==> config.mk <==
export PLATFORM = sky130hd
export DESIGN_NAME = utf8_to_code_point_decoder_top
export DESIGN_NICKNAME = d
export VERILOG_FILES = /design/src/u8dec_pkg.sv /design/src/utf8_to_code_point_decoder_top.sv /design/src/u8dec_step.sv
export SDC_FILE = /design/constraint.sdc
export NUM_CORES = 1
export LEC_CHECK = 0
export BUFFER_PORTS_ARGS = -buffer_cell sky130_fd_sc_hd__clkbuf_2
export CELL_PAD_IN_SITES_DETAIL_PLACEMENT = 0
export CELL_PAD_IN_SITES_GLOBAL_PLACEMENT = 2
export CORE_MARGIN = 2
export CORE_UTILIZATION = 38
export CTS_BUF_LIST = sky130_fd_sc_hd__clkbuf_16
export DETAILED_ROUTE_END_ITERATION = 10
export PLACE_DENSITY_LB_ADDON = 0.12
export SLEW_MARGIN = 20
export SYNTH_ARGS = -nofsm -noshare
export SYNTH_HDL_FRONTEND = slang
export SYNTH_SLANG_ARGS = --single-unit
==> constraint.sdc <==
create_clock -name i_clk -period 12.85 [get_ports i_clk]
set_input_delay 0.6425 -clock i_clk [delete_from_list [all_inputs] [get_ports i_clk]]
set_output_delay 0.6425 -clock i_clk [all_outputs]
set_load 0.05 [all_outputs]
==> src/u8dec_pkg.sv <==
`timescale 1ns / 1ps
// ----------------------------------------------------------------------------
// u8dec_pkg
// shared types and constants of the utf-8 to code point decoder
// ----------------------------------------------------------------------------

package u8dec_pkg;

    // result status codes
    typedef enum logic [1:0] {
        ST_CODE       = 2'd0,
        ST_BAD        = 2'd1,
        ST_INCOMPLETE = 2'd2,
        ST_END        = 2'd3
    } t_status;

    localparam logic [31:0] BOM_VALUE     = 32'h0000_FEFF;
    localparam logic [15:0] ERR_POS_MAX   = 16'hFFFF;
    localparam int          CFG_DATA_BITS = 32;
    localparam int          CFG_ADDR_BITS = 3;
    // register index of allow_incomplete_end
    localparam logic        REG_ALLOW_INCOMPLETE = 1'b0;

    // decode state carried from byte to byte
    typedef struct packed {
        logic        discarding;
        logic [2:0]  bytes_pending;
        logic [31:0] value_acc;
    } t_dec_state;

    // one result word
    typedef struct packed {
        logic [31:0] code_point;
        t_status     status;
        logic [15:0] error_position;
        logic        end_of_string;
    } t_result;

endpackage

==> src/utf8_to_code_point_decoder_top.sv <==
`timescale 1ns / 1ps
// ----------------------------------------------------------------------------
// utf8_to_code_point_decoder_top
// streaming utf-8 decoder, one byte in, at most one code point word out
// ----------------------------------------------------------------------------
// Takes one byte per cycle and sustains one byte per clock: the decode of a
// byte is a single pass of shallow logic from the held decode state and the
// incoming byte into the result register, so every byte is accepted in the
// cycle it is offered as long as the two-entry output stage (result register
// plus skid register) is not full. A result is registered in the result or
// skid register. Lead bytes announce one to six follow-up bytes; values are
// kept to the low 32 bits. Bad bytes give status 1 with the byte position and
// the rest of the string is dropped; a decoded 0xfeff is dropped; the byte
// flagged last always yields a word with o_end_of_string set. Register 0
// (allow_incomplete_end, bit 0) picks partial value or incomplete error for a
// string cut short; write it only while the block is idle.
// ----------------------------------------------------------------------------

module utf8_to_code_point_decoder_top #(
    parameter int POSITION_BITS = 16
) (
    input  logic                                i_clk,
    input  logic                                i_rst_n,

    // byte input
    input  logic                                i_valid,
    output logic                                o_ready,
    input  logic [7:0]                          i_byte_in,
    input  logic                                i_last_byte,

    // result output
    output logic                                o_valid,
    input  logic                                i_ready,
    output logic [31:0]                         o_code_point,
    output logic [1:0]                          o_status,
    output logic [15:0]                         o_error_position,
    output logic                                o_end_of_string,

    // register port
    input  logic                                i_psel,
    input  logic                                i_penable,
    input  logic                                i_pwrite,
    input  logic [u8dec_pkg::CFG_ADDR_BITS-1:0] i_paddr,
    input  logic [u8dec_pkg::CFG_DATA_BITS-1:0] i_pwdata,
    output logic [u8dec_pkg::CFG_DATA_BITS-1:0] o_prdata,
    output logic                                o_pready
);

    // configuration
    logic                     r_allow_incomplete_end;
    logic                     cfg_wr;
    logic                     cfg_sel0;

    // decode state
    u8dec_pkg::t_dec_state    r_state;
    u8dec_pkg::t_dec_state    n_state;
    logic [POSITION_BITS-1:0] r_byte_index;
    logic [POSITION_BITS-1:0] n_byte_index;

    // output stage: result register and skid register
    u8dec_pkg::t_result       r_out;
    logic                     r_out_valid;
    u8dec_pkg::t_result       r_skid;
    logic                     r_skid_valid;

    logic                     in_fire;
    logic                     out_fire;
    logic                     res_valid;
    u8dec_pkg::t_result       res;

    // register access, byte address 4*index
    assign o_pready = 1'b1;
    assign cfg_wr   = i_psel & i_penable & i_pwrite;
    assign cfg_sel0 = (i_paddr[2] == u8dec_pkg::REG_ALLOW_INCOMPLETE);
    assign o_prdata = cfg_sel0 ?
                      u8dec_pkg::CFG_DATA_BITS'(r_allow_incomplete_end) : '0;

    always_ff @(posedge i_clk) begin
        if (!i_rst_n) begin
            r_allow_incomplete_end <= 1'b0;
        end else if (cfg_wr && cfg_sel0) begin
            r_allow_incomplete_end <= i_pwdata[0];
        end
    end

    // input side stalls only while the skid register holds a word
    assign o_ready  = !r_skid_valid;
    assign in_fire  = i_valid & o_ready;
    assign out_fire = r_out_valid & i_ready;

    u8dec_step #(
        .POSITION_BITS (POSITION_BITS)
    ) u_step (
        .i_byte_in              (i_byte_in),
        .i_last_byte            (i_last_byte),
        .i_allow_incomplete_end (r_allow_incomplete_end),
        .i_state                (r_state),
        .i_byte_index           (r_byte_index),
        .o_state                (n_state),
        .o_byte_index           (n_byte_index),
        .o_res_valid            (res_valid),
        .o_res                  (res)
    );

    // decode state moves only on an accepted byte
    always_ff @(posedge i_clk) begin
        if (!i_rst_n) begin
            r_state      <= '0;
            r_byte_index <= '0;
        end else if (in_fire) begin
            r_state      <= n_state;
            r_byte_index <= n_byte_index;
        end
    end

    // output stage control
    always_ff @(posedge i_clk) begin
        if (!i_rst_n) begin
            r_out_valid  <= 1'b0;
            r_skid_valid <= 1'b0;
        end else begin
            if (r_skid_valid) begin
                // no byte taken here; drain skid when the word goes out
                if (out_fire) begin
                    r_skid_valid <= 1'b0;
                end
            end else if (in_fire && res_valid) begin
                if (r_out_valid && !i_ready) begin
                    r_skid_valid <= 1'b1;
                end else begin
                    r_out_valid <= 1'b1;
                end
            end else if (out_fire) begin
                r_out_valid <= 1'b0;
            end
        end
    end

    // output stage data
    always_ff @(posedge i_clk) begin
        if (r_skid_valid) begin
            if (out_fire) begin
                r_out <= r_skid;
            end
        end else if (in_fire && res_valid) begin
            if (r_out_valid && !i_ready) begin
                r_skid <= res;
            end else begin
                r_out <= res;
            end
        end
    end

    assign o_valid          = r_out_valid;
    assign o_code_point     = r_out.code_point;
    assign o_status         = r_out.status;
    assign o_error_position = r_out.error_position;
    assign o_end_of_string  = r_out.end_of_string;

endmodule

==> src/u8dec_step.sv <==
`timescale 1ns / 1ps
// ----------------------------------------------------------------------------
// u8dec_step
// per-byte decode logic: next state and the result word of one byte
// ----------------------------------------------------------------------------

module u8dec_step #(
    parameter int POSITION_BITS = 16
) (
    input  logic [7:0]                i_byte_in,
    input  logic                      i_last_byte,
    input  logic                      i_allow_incomplete_end,
    input  u8dec_pkg::t_dec_state     i_state,
    input  logic [POSITION_BITS-1:0]  i_byte_index,
    output u8dec_pkg::t_dec_state     o_state,
    output logic [POSITION_BITS-1:0]  o_byte_index,
    output logic                      o_res_valid,
    output u8dec_pkg::t_result        o_res
);

    localparam logic [POSITION_BITS-1:0] INDEX_MAX = '1;

    logic [POSITION_BITS-1:0] index_inc;
    logic [15:0]              pos_clip;
    logic [15:0]              end_clip;
    logic [31:0]              pos_ext;
    logic [31:0]              end_ext;
    logic                     have;
    u8dec_pkg::t_dec_state    st;

    // saturating index of the following byte
    assign index_inc = (i_byte_index != INDEX_MAX) ?
                       i_byte_index + POSITION_BITS'(1) : i_byte_index;

    assign pos_ext  = 32'(i_byte_index);
    assign end_ext  = 32'(index_inc);
    assign pos_clip = (pos_ext > 32'(u8dec_pkg::ERR_POS_MAX)) ?
                      u8dec_pkg::ERR_POS_MAX : pos_ext[15:0];
    assign end_clip = (end_ext > 32'(u8dec_pkg::ERR_POS_MAX)) ?
                      u8dec_pkg::ERR_POS_MAX : end_ext[15:0];

    always_comb begin
        st          = i_state;
        have        = 1'b0;
        o_res_valid = 1'b0;
        o_res       = '{code_point: 32'd0, status: u8dec_pkg::ST_END,
                        error_position: 16'd0, end_of_string: i_last_byte};

        if (i_state.discarding) begin
            // dropped until end of string
        end else if (i_state.bytes_pending != 3'd0) begin
            if (i_byte_in[7:6] != 2'b10) begin
                o_res_valid          = 1'b1;
                o_res.status         = u8dec_pkg::ST_BAD;
                o_res.error_position = pos_clip;
                st.discarding        = 1'b1;
            end else begin
                st.value_acc     = {i_state.value_acc[25:0], i_byte_in[5:0]};
                st.bytes_pending = i_state.bytes_pending - 3'd1;
                have             = (i_state.bytes_pending == 3'd1);
            end
        end else if (!i_byte_in[7]) begin
            st.value_acc = {24'd0, i_byte_in};
            have         = 1'b1;
        end else if (i_byte_in[7:6] == 2'b10 || i_byte_in == 8'hFF) begin
            o_res_valid          = 1'b1;
            o_res.status         = u8dec_pkg::ST_BAD;
            o_res.error_position = pos_clip;
            st.discarding        = 1'b1;
        end else begin
            // lead byte: count of follow-up bytes from the leading ones
            case (i_byte_in) inside
                8'b110?????: begin
                    st.bytes_pending = 3'd1;
                    st.value_acc     = {27'd0, i_byte_in[4:0]};
                end
                8'b1110????: begin
                    st.bytes_pending = 3'd2;
                    st.value_acc     = {28'd0, i_byte_in[3:0]};
                end
                8'b11110???: begin
                    st.bytes_pending = 3'd3;
                    st.value_acc     = {29'd0, i_byte_in[2:0]};
                end
                8'b111110??: begin
                    st.bytes_pending = 3'd4;
                    st.value_acc     = {30'd0, i_byte_in[1:0]};
                end
                8'b1111110?: begin
                    st.bytes_pending = 3'd5;
                    st.value_acc     = {31'd0, i_byte_in[0]};
                end
                default: begin
                    // 0xfe: six follow-up bytes, no value bits
                    st.bytes_pending = 3'd6;
                    st.value_acc     = 32'd0;
                end
            endcase
        end

        if (have && st.value_acc != u8dec_pkg::BOM_VALUE) begin
            o_res_valid      = 1'b1;
            o_res.status     = u8dec_pkg::ST_CODE;
            o_res.code_point = st.value_acc;
        end

        if (i_last_byte) begin
            if (!o_res_valid) begin
                if (!st.discarding && st.bytes_pending != 3'd0) begin
                    if (i_allow_incomplete_end) begin
                        if (st.value_acc != u8dec_pkg::BOM_VALUE) begin
                            o_res.status     = u8dec_pkg::ST_CODE;
                            o_res.code_point = st.value_acc;
                        end
                    end else begin
                        o_res.status         = u8dec_pkg::ST_INCOMPLETE;
                        o_res.error_position = end_clip;
                    end
                end
                o_res_valid = 1'b1;
            end
        end
    end

    assign o_state      = i_last_byte ? '0 : st;
    assign o_byte_index = i_last_byte ? '0 : index_inc;

endmodule

==> impl.org <==
** Route
- Remaining DRCs :: 0
- Dividing the detail-routed via count by the number of cells gives ~5.6.
- The final route contains about 6500 vias.
- Total wire length after detailed routing :: around 22 mm
- The detail route stage leaves a number of antenna-violating nets equal to 0.
- Initial DRT Pass Iterations :: 5
- In the final routed layout, each cell accounts on average for ~19 um.
- For this block, the initial DRC count from the detailed router was ~450.

** Clocking
- Number of gates resized after CTS :: 0
- Clock root buffer :: sky130_fd_sc_hd__clkbuf_16
- Clock buffers created by TritonCTS :: 17
- Clock-pin slew on the worst setup and hold paths :: approximately 0.07 ns
- The clock tree synthesis step divided the H-tree into 4 levels.
- # clock sinks :: around 160
- Clock Tree Buf Depth :: 2
- TritonCTS clock tree :: yes
- The later pin in the worst-skew pair is clocked with a latency of 0.42 ns.
- Quantity of hold-fixing buffers added after cts :: 0
- Post-CTS Setup Inserts :: 0

** Global routing
- Entering global routing, the biggest net connects 78 pins.
- The number of global-route vias before repair was around 6100.
- Wire length of the first global-routing pass :: 34.1 mm
- Leftover overflow at the end of global routing :: 0
- Global routing used around a fifth of the available tracks.
- The initial antenna violation count came to 0.

** Synth
- The synthesized netlist contains 74 unique library cells.
- Ys async rst share :: 0%
- Yosys warning total :: 0
- Number of enable flip-flop cells after synthesis :: a little over 100
- The cell count after synthesis came out at around 830.
- After synthesis the netlist holds a flip-flop and latch count of approximately 160.
- For this run, the leading register cell type out of synthesis is sky130_fd_sc_hd__edfxtp_1.
- In this run the mean area of a mapped cell was a little under 10 sq um.
- Area of the mapped netlist :: 8210 sq um
- Summing the sequential cell areas from Yosys gives a little over 50% of the chip area.

** Placed design
- Detail Placement HPWL :: 14.2 mm
- At the placement stage, the worst setup path has a slack of around 8 ns.
- IO buf count :: between 70 and 80
- Routability congestion estimate :: between 0.8 and 0.9

** Worst setup path
- The worst setup path is launched from a flip-flop.
- The worst register-to-register path has a setup slack of between 8 and 9 ns.
- Critical Path RT :: about 13 ns
- STA puts the critical path data arrival time at ~4.5 ns.
- In this run the worst path has a maximum fanout of 51.
- Endpoint kind of the worst setup timing path :: flip-flop
- The critical path is of the flip-flop to flip-flop type.

** Floorplan
- Floorplan die width :: 151 um
- Std-Cell Core Area :: 21100 sq um
- In this run the count of I/O pins placed on the die edge is between 100 and 150.
- Full die area :: 22800 sq um
- Measured along the y axis, the die boundary spans approximately 150 um.
- Core Rows :: 53
- The initial utilization of the core area, before any placement, comes to between 30% and 40%.

** Final layout
- Relative to the synthesized area, the layout overhead comes to 12.8%.
- Fraction of final layout cells sized beyond drive strength 1 :: roughly 17%
- The net count of the finished layout is slightly above 900.
- Antenna diode count :: 0

** STA
- FMAX :: roughly 0.22 GHz
- Skew final :: between 0.008 and 0.009 ns
- The worst pin sits at a relative slew slack of approximately a third.
- Dividing the final minimum period by the clock period gives between 30% and 40%.
- Setup violations remaining at the end of the flow were counted as 0.
- Transition time of the tightest slew-check pin :: between 0.9 and 1 ns
- Final Max Tran Viols :: 0
- Setup repair after global routing missed its margin :: false
- In the final timing run, aggregate negative setup slack is 0 ns.
- Shortest period the worst path allows :: 4.48 ns
- The number of failing hold endpoints at the final stage is 0.
- Final worst setup slack :: approximately 8.4 ns

** Run
- Max-cap violation count :: 0

** Pwr
- Per report_power, the clock group accounts for approximately two fifths of the total.
- Leakage power :: approximately 3.3 nW
- For this design the ratio of total power to cell area is 138 nW/um^2.
- Of the total power, combinational logic draws approximately 16%.
- Internal power contribution :: a little under 0.0009 W
- Peak supply drop :: 77.7 uV
- For this design the total switching power over the nets is approximately 0.00038 W.
- Net switching is around 30% of the power.
- In this run, flip-flops and latches consume 44.5% of the power.

** Hold path
- Hold crit path type :: input port to flip-flop

** Run status
- The flow ran to the end, and the final reports show no timing, DRC or antenna violations.
-- path summary, 6_finish.rpt --
kind	end	start	depth (start not counted)
min	r_allow_incomplete_end	i_pwdata[0]	3
max	r_skid[26]	r_state[32]	11
max reg2reg	r_skid[26]	r_state[32]	11
min reg2reg	o_code_point[5]	r_skid[24]	2
-- cells by family (layout without fill, tap and decap cells) --
| kind of cell | after synthesis | in the layout | share of synthesized area (%) |
|---|---|---|---|
| and+or+nand+nor | 318 | 318 | 19.4 |
| AOI/OAI and AO/OA | 223 | 223 | 20.3 |
| DFF | 157 | 157 | 50.7 |
| buffers and inverters | 108 | 139 | 6.78 |
| muxes | 16 | 16 | 2.12 |
| adders and majority gates | 4 | 4 | 0.610 |
| other | 2 | 32 | 0.0915 |
-- cell usage in the layout (no fill, tap or decap), drive strengths merged, types with 11 or more instances in the layout --
cell	count
a21oi	20
a22oi	53
a31oi	18
and2	11
buf	15
clkbuf	87
conb	32
dfxtp	55
edfxtp	102
inv	26
nand2	91
nand3	33
nor2	75
nor2b	46
nor3	12
o21ai	27
o31ai	34
-- layout make-up --
| class | instances | area, sq um |
|---|---|---|
| well taps | 275 | 344 |
| multi-input cells | 593 | 3620 |
| clock buffers | 17 | 425 |
| inverters | 22 | 82.6 |
| flip-flops and latches | 157 | 4170 |
| repair buffers | 85 | 460 |
| fillers | 2108 | 11800 |
| clock inverters | 15 | 161 |
-- flip-flops by register name (all words and copies together), names as in the netlist --
name                    cells
o_code_point               32
o_valid                     1
o_status                    2
r_allow_incomplete_end      1
r_skid                     51
o_end_of_string             1
r_byte_index               16
o_error_position           16
r_skid_valid                1
r_state                    36
-- power groups by stage --
stage | Combinational, W | Clock (W) | Sequential, W
global placement | 0.000198 | 0 | 0.000577
finish | 0.000198 | 0.000510 | 0.000567
global route | 0.000212 | 0.000543 | 0.000569
detailed placement | 0.000199 | 0 | 0.000578
CTS | 0.000199 | 0.000520 | 0.000567
floorplan | 0.000105 | 0 | 0.000631
-- stage by stage --
| stage | hold slack, ns | total power (W) | utilization [%] | area, sq um | cells |
|---|---|---|---|---|---|
| finish | 0.498 | 0.00127 | 43.9 | 9260 | 1164 |
| global route | 0.490 | 0.00132 | 43.9 | 9260 | 1164 |
| CTS | 0.485 | 0.00129 | 43.9 | 9260 | 1164 |
| detailed placement | 0.508 | 0.000777 | 41.1 | 8670 | 1132 |
| global placement | 0.509 | 0.000775 | 41.1 | 8670 | 1132 |
| floorplan | 0.488 | 0.000736 | - | 8320 | 858 |
-- per-layer routing --
metal / up-vias / part of all wire (%) / global-route usage (%)
met5: - / 0 / 0
met4: 0 / 1.3 / 5.33
met3: 18 / 4.2 / 2.98
met2: 184 / 44 / 29.1
met1: 3183 / 51 / 28.8
li1: 3109 / - / -
-- worst max-delay path: stages, from the launching register on --
cell and delay, ns:
sky130_fd_sc_hd__dfxtp_1 0.35, sky130_fd_sc_hd__inv_1 0.12, sky130_fd_sc_hd__ha_1 0.34, sky130_fd_sc_hd__nand2b_1 0.33
sky130_fd_sc_hd__and3_1 0.30, sky130_fd_sc_hd__o32ai_1 0.69, sky130_fd_sc_hd__a221oi_1 0.14, sky130_fd_sc_hd__and4_4 0.27
sky130_fd_sc_hd__a21o_2 0.39, sky130_fd_sc_hd__a31o_2 0.37, sky130_fd_sc_hd__nor3b_2 0.16, sky130_fd_sc_hd__buf_4 0.60
-- synthesized netlist by cell type (all sizes together) (3+ instances only) --
cell type  count  area, sq um
a211oi         3         27.5
a21boi        10         78.8
a21o           7         53.8
a21oi         20          100
a22oi         53          398
a2bb2oi        4         35.0
a31o           3         26.3
a31oi         18          113
a32o           3         30.0
a32oi          5         43.8
a41oi          3         26.3
and2          11         68.8
and3           9         56.3
and4           3         28.8
buf           44          317
clkbuf        42          158
dfxtp         55         1100
edfxtp       102         3060
ha             4         50.1
inv           20         75.1
mux2           8         90.1
mux2i          8         83.8
nand2         91          342
nand2b         7         46.3
nand3         33          165
nand4         10         62.6
nor2          75          282
nor2b         46          288
nor3          12         60.1
nor3b          6         55.1
nor4           4         40.0
o211ai         8         60.1
o21a           3         22.5
o21ai         27          139
o221a          4         45.0
o22ai          4         25.0
o31ai         34          280
or3b           3         26.3
Note: power is estimated with default switching activity, not from simulation.
